==> config.mk <==
export PLATFORM = sky130hd
export DESIGN_NAME = visible_rect_list_clipper
export DESIGN_NICKNAME = d
export VERILOG_FILES = /design/src/rtl/vrlc_pkg.sv /design/src/rtl/vrlc_front.sv /design/src/rtl/vrlc_cmdq.sv /design/src/rtl/vrlc_back.sv /design/src/rtl/visible_rect_list_clipper.sv
export SDC_FILE = /design/constraint.sdc
export NUM_CORES = 2
export LEC_CHECK = 0
export ABC_AREA = 1
export BUFFER_PORTS_ARGS = -buffer_cell sky130_fd_sc_hd__buf_2
export CAP_MARGIN = 40
export CORE_MARGIN = 5
export CORE_UTILIZATION = 55
export CTS_CLUSTER_DIAMETER = 50
export DETAILED_ROUTE_END_ITERATION = 12
export GPL_TIMING_DRIVEN = 0
export HOLD_SLACK_MARGIN = 0.12
export PLACE_DENSITY_LB_ADDON = 0.15
export SYNTH_ARGS = -nofsm -noshare
export SYNTH_HDL_FRONTEND = slang
export SYNTH_SLANG_ARGS = --single-unit
==> constraint.sdc <==
create_clock -name clk -period 19.95 [get_ports clk]
set_input_delay 3.99 -clock clk [delete_from_list [all_inputs] [get_ports clk]]
set_output_delay 3.99 -clock clk [all_outputs]
set_load 0.05 [all_outputs]
==> src/rtl/vrlc_pkg.sv <==
package vrlc_pkg;

  localparam int MAX_RECTS = 16;
  localparam int CW = $clog2(MAX_RECTS + 1);
  localparam int IW = $clog2(MAX_RECTS);
  localparam logic signed [17:0] COORD_MAX = 18'sd32767;

  localparam logic [1:0] OP_START = 2'd0;
  localparam logic [1:0] OP_CUT   = 2'd1;
  localparam logic [1:0] OP_READ  = 2'd2;

  localparam logic [1:0] ST_OK   = 2'd0;
  localparam logic [1:0] ST_REJ  = 2'd1;
  localparam logic [1:0] ST_DROP = 2'd2;

  typedef struct packed {
    logic [1:0]          opcode;
    logic signed [15:0]  rect_x;
    logic signed [15:0]  rect_y;
    logic [14:0]         rect_width;
    logic [14:0]         rect_height;
    logic signed [15:0]  request_x;
    logic signed [15:0]  request_y;
    logic [14:0]         request_width;
    logic [14:0]         request_height;
    logic                minimized;
  } in_item_t;

  typedef struct packed {
    logic [1:0]          status;
    logic [4:0]          rect_count;
    logic                rect_valid;
    logic signed [15:0]  out_x;
    logic signed [15:0]  out_y;
    logic [14:0]         out_width;
    logic [14:0]         out_height;
    logic                last;
  } out_item_t;

  typedef struct packed {
    logic signed [15:0] x;
    logic signed [15:0] y;
    logic [14:0]        w;
    logic [14:0]        h;
  } rect_t;

  // classified command between front and back
  typedef struct packed {
    logic [1:0] op;
    logic       rej;
    logic       hit;
    rect_t      rect;
  } cmd_t;

  typedef struct packed {
    logic               hit;
    logic signed [17:0] x1;
    logic signed [17:0] y1;
    logic signed [17:0] x2;
    logic signed [17:0] y2;
  } ovl_t;

  // intersection of two rectangles on wide coordinates
  function automatic ovl_t rect_overlap(
    input logic signed [17:0] ax, input logic signed [17:0] ay,
    input logic [15:0] aw, input logic [15:0] ah,
    input logic signed [17:0] bx, input logic signed [17:0] by,
    input logic [15:0] bw, input logic [15:0] bh);
    ovl_t o;
    logic signed [17:0] ax2, ay2, bx2, by2;
    ax2 = ax + $signed({2'b00, aw});
    ay2 = ay + $signed({2'b00, ah});
    bx2 = bx + $signed({2'b00, bw});
    by2 = by + $signed({2'b00, bh});
    o.x1 = (ax > bx) ? ax : bx;
    o.y1 = (ay > by) ? ay : by;
    o.x2 = (ax2 < bx2) ? ax2 : bx2;
    o.y2 = (ay2 < by2) ? ay2 : by2;
    o.hit = (aw != 16'd0) && (ah != 16'd0) && (bw != 16'd0) && (bh != 16'd0) &&
            (o.x1 < o.x2) && (o.y1 < o.y2) && (o.x1 <= COORD_MAX) && (o.y1 <= COORD_MAX);
    return o;
  endfunction

endpackage

==> src/rtl/vrlc_front.sv <==
module vrlc_front (
  input  logic               clk,
  input  logic               rst_n,
  input  vrlc_pkg::in_item_t in_data,
  input  logic               cfg_valid,
  input  logic [7:0]         cfg_data,
  output vrlc_pkg::cmd_t     cmd
);
  import vrlc_pkg::*;

  logic [7:0]         title_r;
  logic [7:0]         title_nxt;
  logic signed [17:0] cx, cy;
  logic [15:0]        cw, ch;
  ovl_t               ov;

  // title height register
  assign title_nxt = cfg_valid ? cfg_data : title_r;
  always_ff @(posedge clk) begin
    if (!rst_n) begin
      title_r <= 8'd16;
    end else begin
      title_r <= title_nxt;
    end
  end

  // client area and its cut with the request
  always_comb begin
    cx = 18'(in_data.rect_x) + 18'sd1;
    cy = 18'(in_data.rect_y) + $signed({10'd0, title_r});
    cw = {1'b0, in_data.rect_width} - 16'd2;
    ch = {1'b0, in_data.rect_height} - {8'd0, title_r} - 16'd1;
    ov = rect_overlap(cx, cy, cw, ch,
                      18'(in_data.request_x), 18'(in_data.request_y),
                      {1'b0, in_data.request_width}, {1'b0, in_data.request_height});
  end

  // classify
  always_comb begin
    cmd.op  = in_data.opcode;
    cmd.rej = in_data.minimized || (in_data.rect_width <= 15'd2) ||
              ({1'b0, in_data.rect_height} <= ({8'd0, title_r} + 16'd1));
    cmd.hit = ov.hit;
    if (in_data.opcode == OP_START) begin
      cmd.rect.x = ov.x1[15:0];
      cmd.rect.y = ov.y1[15:0];
      cmd.rect.w = 15'(ov.x2 - ov.x1);
      cmd.rect.h = 15'(ov.y2 - ov.y1);
    end else begin
      cmd.rect.x = in_data.rect_x;
      cmd.rect.y = in_data.rect_y;
      cmd.rect.w = in_data.rect_width;
      cmd.rect.h = in_data.rect_height;
    end
  end

endmodule

==> src/rtl/vrlc_cmdq.sv <==
module vrlc_cmdq (
  input  logic           clk,
  input  logic           rst_n,
  input  logic           wr,
  input  vrlc_pkg::cmd_t wr_data,
  output logic           full,
  input  logic           rd,
  output vrlc_pkg::cmd_t rd_data,
  output logic           empty
);
  import vrlc_pkg::*;

  cmd_t       mem_r [2];
  logic       wp_r, rp_r, wp_nxt, rp_nxt;
  logic [1:0] cnt_r, cnt_nxt;
  logic       do_wr, do_rd;

  assign full    = (cnt_r == 2'd2);
  assign empty   = (cnt_r == 2'd0);
  assign rd_data = mem_r[rp_r];
  assign do_wr   = wr && !full;
  assign do_rd   = rd && !empty;

  // pointers and fill level
  always_comb begin
    wp_nxt  = do_wr ? ~wp_r : wp_r;
    rp_nxt  = do_rd ? ~rp_r : rp_r;
    cnt_nxt = cnt_r + {1'b0, do_wr} - {1'b0, do_rd};
  end

  always_ff @(posedge clk) begin
    if (!rst_n) begin
      wp_r  <= 1'b0;
      rp_r  <= 1'b0;
      cnt_r <= 2'd0;
    end else begin
      wp_r  <= wp_nxt;
      rp_r  <= rp_nxt;
      cnt_r <= cnt_nxt;
    end
  end

  // storage
  always_ff @(posedge clk) begin
    if (do_wr) begin
      mem_r[wp_r] <= wr_data;
    end
  end

endmodule

==> src/rtl/vrlc_back.sv <==
module vrlc_back (
  input  logic                clk,
  input  logic                rst_n,
  input  vrlc_pkg::cmd_t      cmd,
  input  logic                cmd_empty,
  output logic                cmd_pop,
  output vrlc_pkg::out_item_t out_data,
  output logic                empty,
  input  logic                pop
);
  import vrlc_pkg::*;

  localparam logic [2:0] B_IDLE   = 3'd0;
  localparam logic [2:0] B_CUT_RD = 3'd1;
  localparam logic [2:0] B_CUT_PC = 3'd2;
  localparam logic [2:0] B_RD     = 3'd3;
  localparam logic [2:0] B_RES    = 3'd4;

  rect_t              bank_r [2][MAX_RECTS];
  logic [2:0]         state_r, state_nxt;
  logic               cur_r, cur_nxt;
  logic [CW-1:0]      cnt_r, cnt_nxt, ncnt_r, ncnt_nxt;
  logic [IW-1:0]      idx_r, idx_nxt;
  logic [1:0]         pc_r, pc_nxt;
  logic               drop_r, drop_nxt;
  logic [1:0]         stat_r, stat_nxt;
  rect_t              cover_r, cover_nxt, s_r, s_nxt;
  logic signed [17:0] ix1_r, iy1_r, ix2_r, iy2_r;
  logic               ovalid_r, ovalid_nxt;
  out_item_t          o_r, o_nxt;
  rect_t              cur_rect;
  ovl_t               ov;
  logic               out_free, is_last;
  logic               push_en, push_ok, push_wr, adv;
  logic signed [17:0] px, py, pw, ph, sx, sy, sx2, sy2;
  logic               start_wr;
  logic [CW-1:0]      ncnt_v;
  logic               drop_v;

  assign out_free = !ovalid_r || pop;
  assign empty    = !ovalid_r;
  assign out_data = o_r;
  assign cur_rect = bank_r[cur_r][idx_r];
  assign is_last  = ({1'b0, idx_r} + CW'(1)) == cnt_r;

  // overlap of the current entry with the cover
  assign ov = rect_overlap(18'(cur_rect.x), 18'(cur_rect.y),
                           {1'b0, cur_rect.w}, {1'b0, cur_rect.h},
                           18'(cover_r.x), 18'(cover_r.y),
                           {1'b0, cover_r.w}, {1'b0, cover_r.h});

  // entry to push: an untouched entry whole, or remainder pieces: top, bottom, left, right
  always_comb begin
    sx  = 18'(s_r.x);
    sy  = 18'(s_r.y);
    sx2 = sx + $signed({3'b000, s_r.w});
    sy2 = sy + $signed({3'b000, s_r.h});
    push_en = 1'b0;
    px = sx; py = sy; pw = $signed({3'b000, s_r.w}); ph = $signed({3'b000, s_r.h});
    if (state_r == B_CUT_RD) begin
      push_en = !ov.hit;
      px = 18'(cur_rect.x);
      py = 18'(cur_rect.y);
      pw = $signed({3'b000, cur_rect.w});
      ph = $signed({3'b000, cur_rect.h});
    end else if (state_r == B_CUT_PC) begin
      push_en = 1'b1;
      unique case (pc_r)
        2'd0: begin
          ph = iy1_r - sy;
        end
        2'd1: begin
          py = iy2_r;
          ph = sy2 - iy2_r;
        end
        2'd2: begin
          py = iy1_r;
          pw = ix1_r - sx;
          ph = iy2_r - iy1_r;
        end
        default: begin
          px = ix2_r;
          py = iy1_r;
          pw = sx2 - ix2_r;
          ph = iy2_r - iy1_r;
        end
      endcase
    end
    push_ok = push_en && (pw != 18'sd0) && (ph != 18'sd0) &&
              (px <= COORD_MAX) && (py <= COORD_MAX);
  end

  // sequencer
  always_comb begin
    state_nxt = state_r; cur_nxt = cur_r; cnt_nxt = cnt_r; ncnt_nxt = ncnt_r;
    idx_nxt = idx_r; pc_nxt = pc_r; drop_nxt = drop_r; stat_nxt = stat_r;
    cover_nxt = cover_r; s_nxt = s_r;
    ovalid_nxt = ovalid_r && !pop; o_nxt = o_r;
    cmd_pop = 1'b0; start_wr = 1'b0; adv = 1'b0;
    push_wr = push_ok && (ncnt_r < CW'(MAX_RECTS));
    ncnt_v  = push_wr ? ncnt_r + CW'(1) : ncnt_r;
    drop_v  = drop_r || (push_ok && !push_wr);
    unique case (state_r)
      B_IDLE: begin
        if (!cmd_empty) begin
          cmd_pop   = 1'b1;
          stat_nxt  = ST_OK;
          state_nxt = B_RES;
          idx_nxt   = '0;
          unique case (cmd.op)
            OP_START: begin
              if (cmd.rej) begin
                stat_nxt = ST_REJ;
              end else begin
                start_wr = cmd.hit;
                cnt_nxt  = cmd.hit ? CW'(1) : CW'(0);
              end
            end
            OP_CUT: begin
              cover_nxt = cmd.rect;
              ncnt_nxt  = '0;
              drop_nxt  = 1'b0;
              if (cnt_r != '0) begin
                state_nxt = B_CUT_RD;
              end
            end
            OP_READ: begin
              if (cnt_r != '0) begin
                state_nxt = B_RD;
              end
            end
            default: begin
            end
          endcase
        end
      end
      B_CUT_RD: begin
        ncnt_nxt = ncnt_v;
        drop_nxt = drop_v;
        if (ov.hit) begin
          s_nxt     = cur_rect;
          pc_nxt    = 2'd0;
          state_nxt = B_CUT_PC;
        end else begin
          adv = 1'b1;
        end
      end
      B_CUT_PC: begin
        ncnt_nxt = ncnt_v;
        drop_nxt = drop_v;
        pc_nxt   = pc_r + 2'd1;
        adv      = (pc_r == 2'd3);
      end
      B_RD: begin
        if (out_free) begin
          ovalid_nxt = 1'b1;
          o_nxt = '{status: ST_OK, rect_count: 5'(cnt_r), rect_valid: 1'b1,
                    out_x: cur_rect.x, out_y: cur_rect.y, out_width: cur_rect.w,
                    out_height: cur_rect.h, last: is_last};
          if (is_last) begin
            state_nxt = B_IDLE;
          end else begin
            idx_nxt = idx_r + IW'(1);
          end
        end
      end
      B_RES: begin
        if (out_free) begin
          ovalid_nxt = 1'b1;
          o_nxt = '{status: stat_r, rect_count: 5'(cnt_r), rect_valid: 1'b0,
                    out_x: 16'sd0, out_y: 16'sd0, out_width: 15'd0,
                    out_height: 15'd0, last: 1'b1};
          state_nxt = B_IDLE;
        end
      end
      default: begin
        state_nxt = B_IDLE;
      end
    endcase
    // step to the next source entry, or swap banks at the end
    if (adv) begin
      if (is_last) begin
        cnt_nxt   = ncnt_v;
        cur_nxt   = ~cur_r;
        stat_nxt  = drop_v ? ST_DROP : ST_OK;
        state_nxt = B_RES;
      end else begin
        idx_nxt   = idx_r + IW'(1);
        state_nxt = B_CUT_RD;
      end
    end
  end

  // control registers
  always_ff @(posedge clk) begin
    if (!rst_n) begin
      state_r  <= B_IDLE;
      cur_r    <= 1'b0;
      cnt_r    <= '0;
      ncnt_r   <= '0;
      idx_r    <= '0;
      pc_r     <= 2'd0;
      drop_r   <= 1'b0;
      stat_r   <= ST_OK;
      ovalid_r <= 1'b0;
    end else begin
      state_r  <= state_nxt;
      cur_r    <= cur_nxt;
      cnt_r    <= cnt_nxt;
      ncnt_r   <= ncnt_nxt;
      idx_r    <= idx_nxt;
      pc_r     <= pc_nxt;
      drop_r   <= drop_nxt;
      stat_r   <= stat_nxt;
      ovalid_r <= ovalid_nxt;
    end
  end

  // payload registers and list banks
  always_ff @(posedge clk) begin
    cover_r <= cover_nxt;
    s_r     <= s_nxt;
    o_r     <= o_nxt;
    if (state_r == B_CUT_RD && ov.hit) begin
      ix1_r <= ov.x1;
      iy1_r <= ov.y1;
      ix2_r <= ov.x2;
      iy2_r <= ov.y2;
    end
    if (start_wr) begin
      bank_r[cur_r][0] <= cmd.rect;
    end
    if (push_wr) begin
      bank_r[~cur_r][ncnt_r[IW-1:0]] <= '{x: px[15:0], y: py[15:0],
                                          w: pw[14:0], h: ph[14:0]};
    end
  end

  a_cnt_range: assert property (@(posedge clk) disable iff (!rst_n)
    cnt_r <= CW'(MAX_RECTS)) else $error("list count beyond capacity");
  a_ncnt_range: assert property (@(posedge clk) disable iff (!rst_n)
    ncnt_r <= CW'(MAX_RECTS)) else $error("new list count beyond capacity");
  a_rd_idx: assert property (@(posedge clk) disable iff (!rst_n)
    (state_r == B_RD) |-> ({1'b0, idx_r} < cnt_r)) else $error("read index past list end");
  a_cut_idx: assert property (@(posedge clk) disable iff (!rst_n)
    (state_r == B_CUT_RD) |-> ({1'b0, idx_r} < cnt_r)) else $error("cut index past list end");
  a_swap: assert property (@(posedge clk) disable iff (!rst_n)
    (cur_r != $past(cur_r)) |-> (state_r == B_RES)) else $error("bank swap outside cut end");

endmodule

==> src/rtl/visible_rect_list_clipper.sv <==
// visible rectangle list clipper
// input channel: push/full with in_data; an item is taken when push is high
// and full is low. opcode start loads the list from the window client area
// cut with the request, cut subtracts a cover rectangle, read out emits the
// list. results: empty/pop with out_data; the oldest result is shown while
// empty is low and is taken when pop is high.
// configuration: cfg_valid/cfg_ready/cfg_data writes the title height; the
// port is always ready. the user must see that it is written only while the
// block is idle; the block itself does not enforce this. a two-deep command
// queue lets the front take new items while the back is busy or its single
// output register waits on pop. a read out gives one result per cycle while
// pop keeps the output register free. a cut walks the list once, copying
// each untouched entry and splitting each entry that overlaps the cover
// into top, bottom, left and right pieces. reset clears the list count,
// queue and output valid and sets the title height to 16; list storage is
// not cleared. when pop stays low, the back holds and the queue fills, then
// full rises.
module visible_rect_list_clipper (
  input  logic                clk,
  input  logic                rst_n,
  input  logic                push,
  output logic                full,
  input  vrlc_pkg::in_item_t  in_data,
  output logic                empty,
  input  logic                pop,
  output vrlc_pkg::out_item_t out_data,
  input  logic                cfg_valid,
  output logic                cfg_ready,
  input  logic [7:0]          cfg_data
);
  import vrlc_pkg::*;

  cmd_t fcmd, qcmd;
  logic q_empty, q_pop;

  assign cfg_ready = 1'b1;

  vrlc_front u_front (
    .clk       (clk),
    .rst_n     (rst_n),
    .in_data   (in_data),
    .cfg_valid (cfg_valid),
    .cfg_data  (cfg_data),
    .cmd       (fcmd)
  );

  vrlc_cmdq u_cmdq (
    .clk     (clk),
    .rst_n   (rst_n),
    .wr      (push),
    .wr_data (fcmd),
    .full    (full),
    .rd      (q_pop),
    .rd_data (qcmd),
    .empty   (q_empty)
  );

  vrlc_back u_back (
    .clk       (clk),
    .rst_n     (rst_n),
    .cmd       (qcmd),
    .cmd_empty (q_empty),
    .cmd_pop   (q_pop),
    .out_data  (out_data),
    .empty     (empty),
    .pop       (pop)
  );

endmodule
==> out/results.md <==
## Worst setup path
* **most common cell type on the critical path** nand2_1
* **highest net fanout along the worst path** 17
* **Crit-path slowest cell** clkbuf_1
* **destination of the worst register-to-register timing path** u_back.bank_r[1][830]
* **type of destination of the critical path** flop
* **setup slack of the most critical reg-to-reg path** 5.25 ns
* **cell depth of the worst flop-to-flop path** 60
* **critical path required time** 20.60 ns
* **worst setup path end** u_back.bank_r[1][830]
* **WP data arrival** 15.35 ns
* **nature of the critical path startpoint** flop
* **startpoint-to-endpoint class of the critical path** reg -> reg
* **delay of the slowest cell on the worst path** 0.68 ns

## Placement
* **number of buffers added on ports** 212
* **number of placed instances, taps included** 14716
* **final RePlAce weighted congestion** 1.02
* **post-placement worst setup slack** 5.83 ns
* **instance area after placement** 128000 sq um
* **Detailed Place HPWL** 361000 um

## Detailed routing
* **number of routed nets with antenna violations** 0
* **routed wirelength normalized by instance count** 31.9 um
* **ratio of routed vias to standard cells** 6.47
* **Residual DRC** 0
* **DRC marker count from the first detailed-route iteration** 16272
* **first-pass detailed-route iteration total** 10
* **vias** 98345
* **WL final** 485000 um

## Clock tree
* **clock buffer depth** 4
* **clk_lat worst skew** 1.00 ns
* **CTS Hold Buffers Added** 0
* **root buf cell** clkbuf_16
* **# clock sinks** 2415
* **setup fix buffers added after clock tree synthesis** 0
* **number of buffers created by CTS** 281
* **clock tree from TritonCTS** yes
* **deepest level of the CTS H-tree** 5
* **clock transition time at the flip-flop clock pins of the worst setup and hold paths** 0.06 ns
* **post-cts sizing count** 0

## Logic synthesis
* **share of synthesized area occupied by flip-flops and latches** 0.612
* **count of unique library cells instantiated by Yosys** 62
* **Yosys Warn Count** 0
* **area of the mapped netlist** 118000 sq um
* **leading register cell type out of synthesis** edfxtp_1
* **library cell with the highest instance count after synthesis** nand2_1
* **Post-synth ARST share** 0
* **number of nets produced by synthesis** 12085
* **number of cells produced by synthesis** 11420
* **post-synthesis average cell area** 10.3 sq um
* **share of the synthesized area in the top cell type** 0.606
* **largest area contributor in the synthesized netlist** edfxtp_1
* **top area cells in the synthesized netlist** edfxtp_1 61%, nand2_1 7.9%, ha_1 5.4%, nand3_1 4.5%, o21ai_0 4.5%
* **register bit total from synthesis** 2415
* **ranking of synthesized cells by instance count** 2492 x nand2_1, 2377 x edfxtp_1, 1069 x nand3_1
* **Post-synth EDFFs** 2377

## Timing
* **Tmin final** 14.70 ns
* **largest clock skew in the final design** 0.128 ns
* **ratio of final minimum period to clock period** 0.737
* **slew of the pin with the lowest slew margin** 1.00 ns
* **final setup violation count** 0
* **normalized max-slew margin** 0.331
* **highest attainable clock frequency** 68.0 MHz
* **setup repair after global routing missed its margin** no
* **final setup slack of the worst path** 5.25 ns
* **number of max-slew violations in the final report** 0
* **count of final hold-check violations** 0

## Floorplan
* **die area** 224000 sq um
* **row count** 170
* **die span in x** 473 um
* **area inside the core boundary** 214000 sq um
* **starting density of the core** 0.551
* **count of pins on the block boundary** 214
* **Die Span Y** 473 um

## Cells and area
* **share of the core filled with cells** 0.638
* **Final Cell Area** 136000 sq um
* **final net count** 12831
* **multi-input logic area** 40000 sq um
* **count of fill cells added during filler insertion** 16925
* **share of final-layout standard cells stronger than drive strength 1** 0.0940
* **non-filler instance count after layout** 15209
* **FF/Latch Area** 72100 sq um
* **Layout area overhead** 15.8%

## Global routing
* **pin count of the biggest net entering global routing** 100
* **GRT Resource Usage Total** 0.422
* **vias in the first global route** 90507
* **wire length of the first global-routing pass** 668000 um
* **initial antenna violation count** 22
* **GRT overflow** 0

## Power
* **static leakage** 53.9 nW
* **power per cell area** 111 nW/um^2
* **largest voltage drop on the vdd net** 0.000111 V
* **PnR Total Power** 15.2 mW

## Min path
* **Hold WC Path Type** reg -> reg

## Flow run
* **MaxCap Viol Count** 0

## Outcome
* **status** completed

## state kept, by name, indices dropped and copies added, names as in the netlist, 8 cells and up, named ones only
register,flops
u_back.bank_r,1984
u_back.ix1_r,16
u_back.iy2_r,17
u_front.title_r,8
u_back.out_data,71
u_back.s_r,62
u_back.cover_r,62
u_back.ix2_r,17
u_back.iy1_r,16
u_cmdq.mem_r,132
## kinds of logic (layout without fill, tap and decap cells)
| group | after synthesis | in the layout | share of synthesized area |
|---|---|---|---|
| buf+inv | 1426 | 2362 | 0.0506 |
| other cells | 1 | 16 | 0.0000318 |
| mux | 1 | 1 | 0.0000849 |
| fa+ha+maj | 525 | 525 | 0.0569 |
| simple gates | 4821 | 4821 | 0.169 |
| compound gates | 2024 | 2024 | 0.0956 |
| xor+xnor | 207 | 207 | 0.0154 |
| flops | 2415 | 2415 | 0.612 |
## layout make-up
type / instances / area share
Tap cell: 2838 / 0.0260
Buffer: 536 / 0.0192
Clock buffer: 332 / 0.0539
Multi-Input combinational cell: 7579 / 0.293
Timing Repair Buffer: 463 / 0.0441
Sequential cell: 2415 / 0.529
Inverter: 890 / 0.0246
Clock inverter: 141 / 0.00993
Antenna cell: 15 / 0.000275
## metrics by stage
step                      setup TNS [ns]  hold WS (ns)
final                                  0         0.463
after floorplan                        0         0.425
after global placement          -1832.16         0.436
after detailed placement               0         0.440
after CTS                              0         0.461
after global routing                   0         0.476
## how the worst min path moves through the flow
stage,startpoint,to,slack [ns],cells after the start
floorplan,u_back.cnt_r[2],u_back.out_data[66],0.42,0
global placement,u_cmdq.rp_r,u_cmdq.rp_r,0.44,1
detailed placement,u_cmdq.rp_r,flop,0.44,1
CTS,u_cmdq.rp_r,u_cmdq.rp_r,0.46,1
global route,u_cmdq.rp_r,u_cmdq.rp_r,0.48,1
finish,u_cmdq.rp_r,u_cmdq.rp_r,0.46,1
## metal layers
layer	routed length, um	global-route usage	vias to the layer above
met5	117	0	-
li1	-	-	41574
met3	67600	0.114	1781
met4	42400	0.287	18
met2	202000	0.611	7933
met1	172000	0.558	47039
## worst max-delay path: cells and delay by family, from the launching register on
kind,cells,cell delay [ns]
adder cells (fa/ha/maj),3,0.99
AND/OR/NAND/NOR,25,4.35
buffers and inverters,18,5.14
flip-flops,1,0.31
AO/OA/AOI/OAI,14,3.40
## cells in the final DEF, fill, tap and decap left out, types with 24 or more instances in the layout
cell	synthesis	routed
a21oi_1	428	428
buf_1	33	34
buf_12	0	104
buf_16	0	75
buf_2	136	352
buf_4	53	71
buf_6	31	52
buf_8	0	27
clkbuf_1	282	327
clkbuf_16	0	287
clkinv_1	5	52
clkinv_2	0	38
dfxtp_1	38	38
edfxtp_1	2377	2377
ha_1	506	506
inv_1	878	877
nand2_1	2492	2492
nand3_1	1069	1069
nand3b_1	24	24
nand4_1	51	51
nor2_1	1046	1010
nor2_4	0	36
nor3_1	49	48
nor4_1	24	24
o211ai_1	51	51
o21ai_0	1051	1043
o21bai_1	50	50
o221ai_1	53	53
o22ai_1	276	276
or2_2	32	32
xnor2_1	50	50
xor2_1	157	157
## report_power, final
group | total (mW) | switching, mW | internal, mW
clock network | 4.98 | 2.06 | 2.92
logic | 4.19 | 3.06 | 1.13
registers | 6.03 | 0.0662 | 5.96
(Power assumes the default switching activity.)
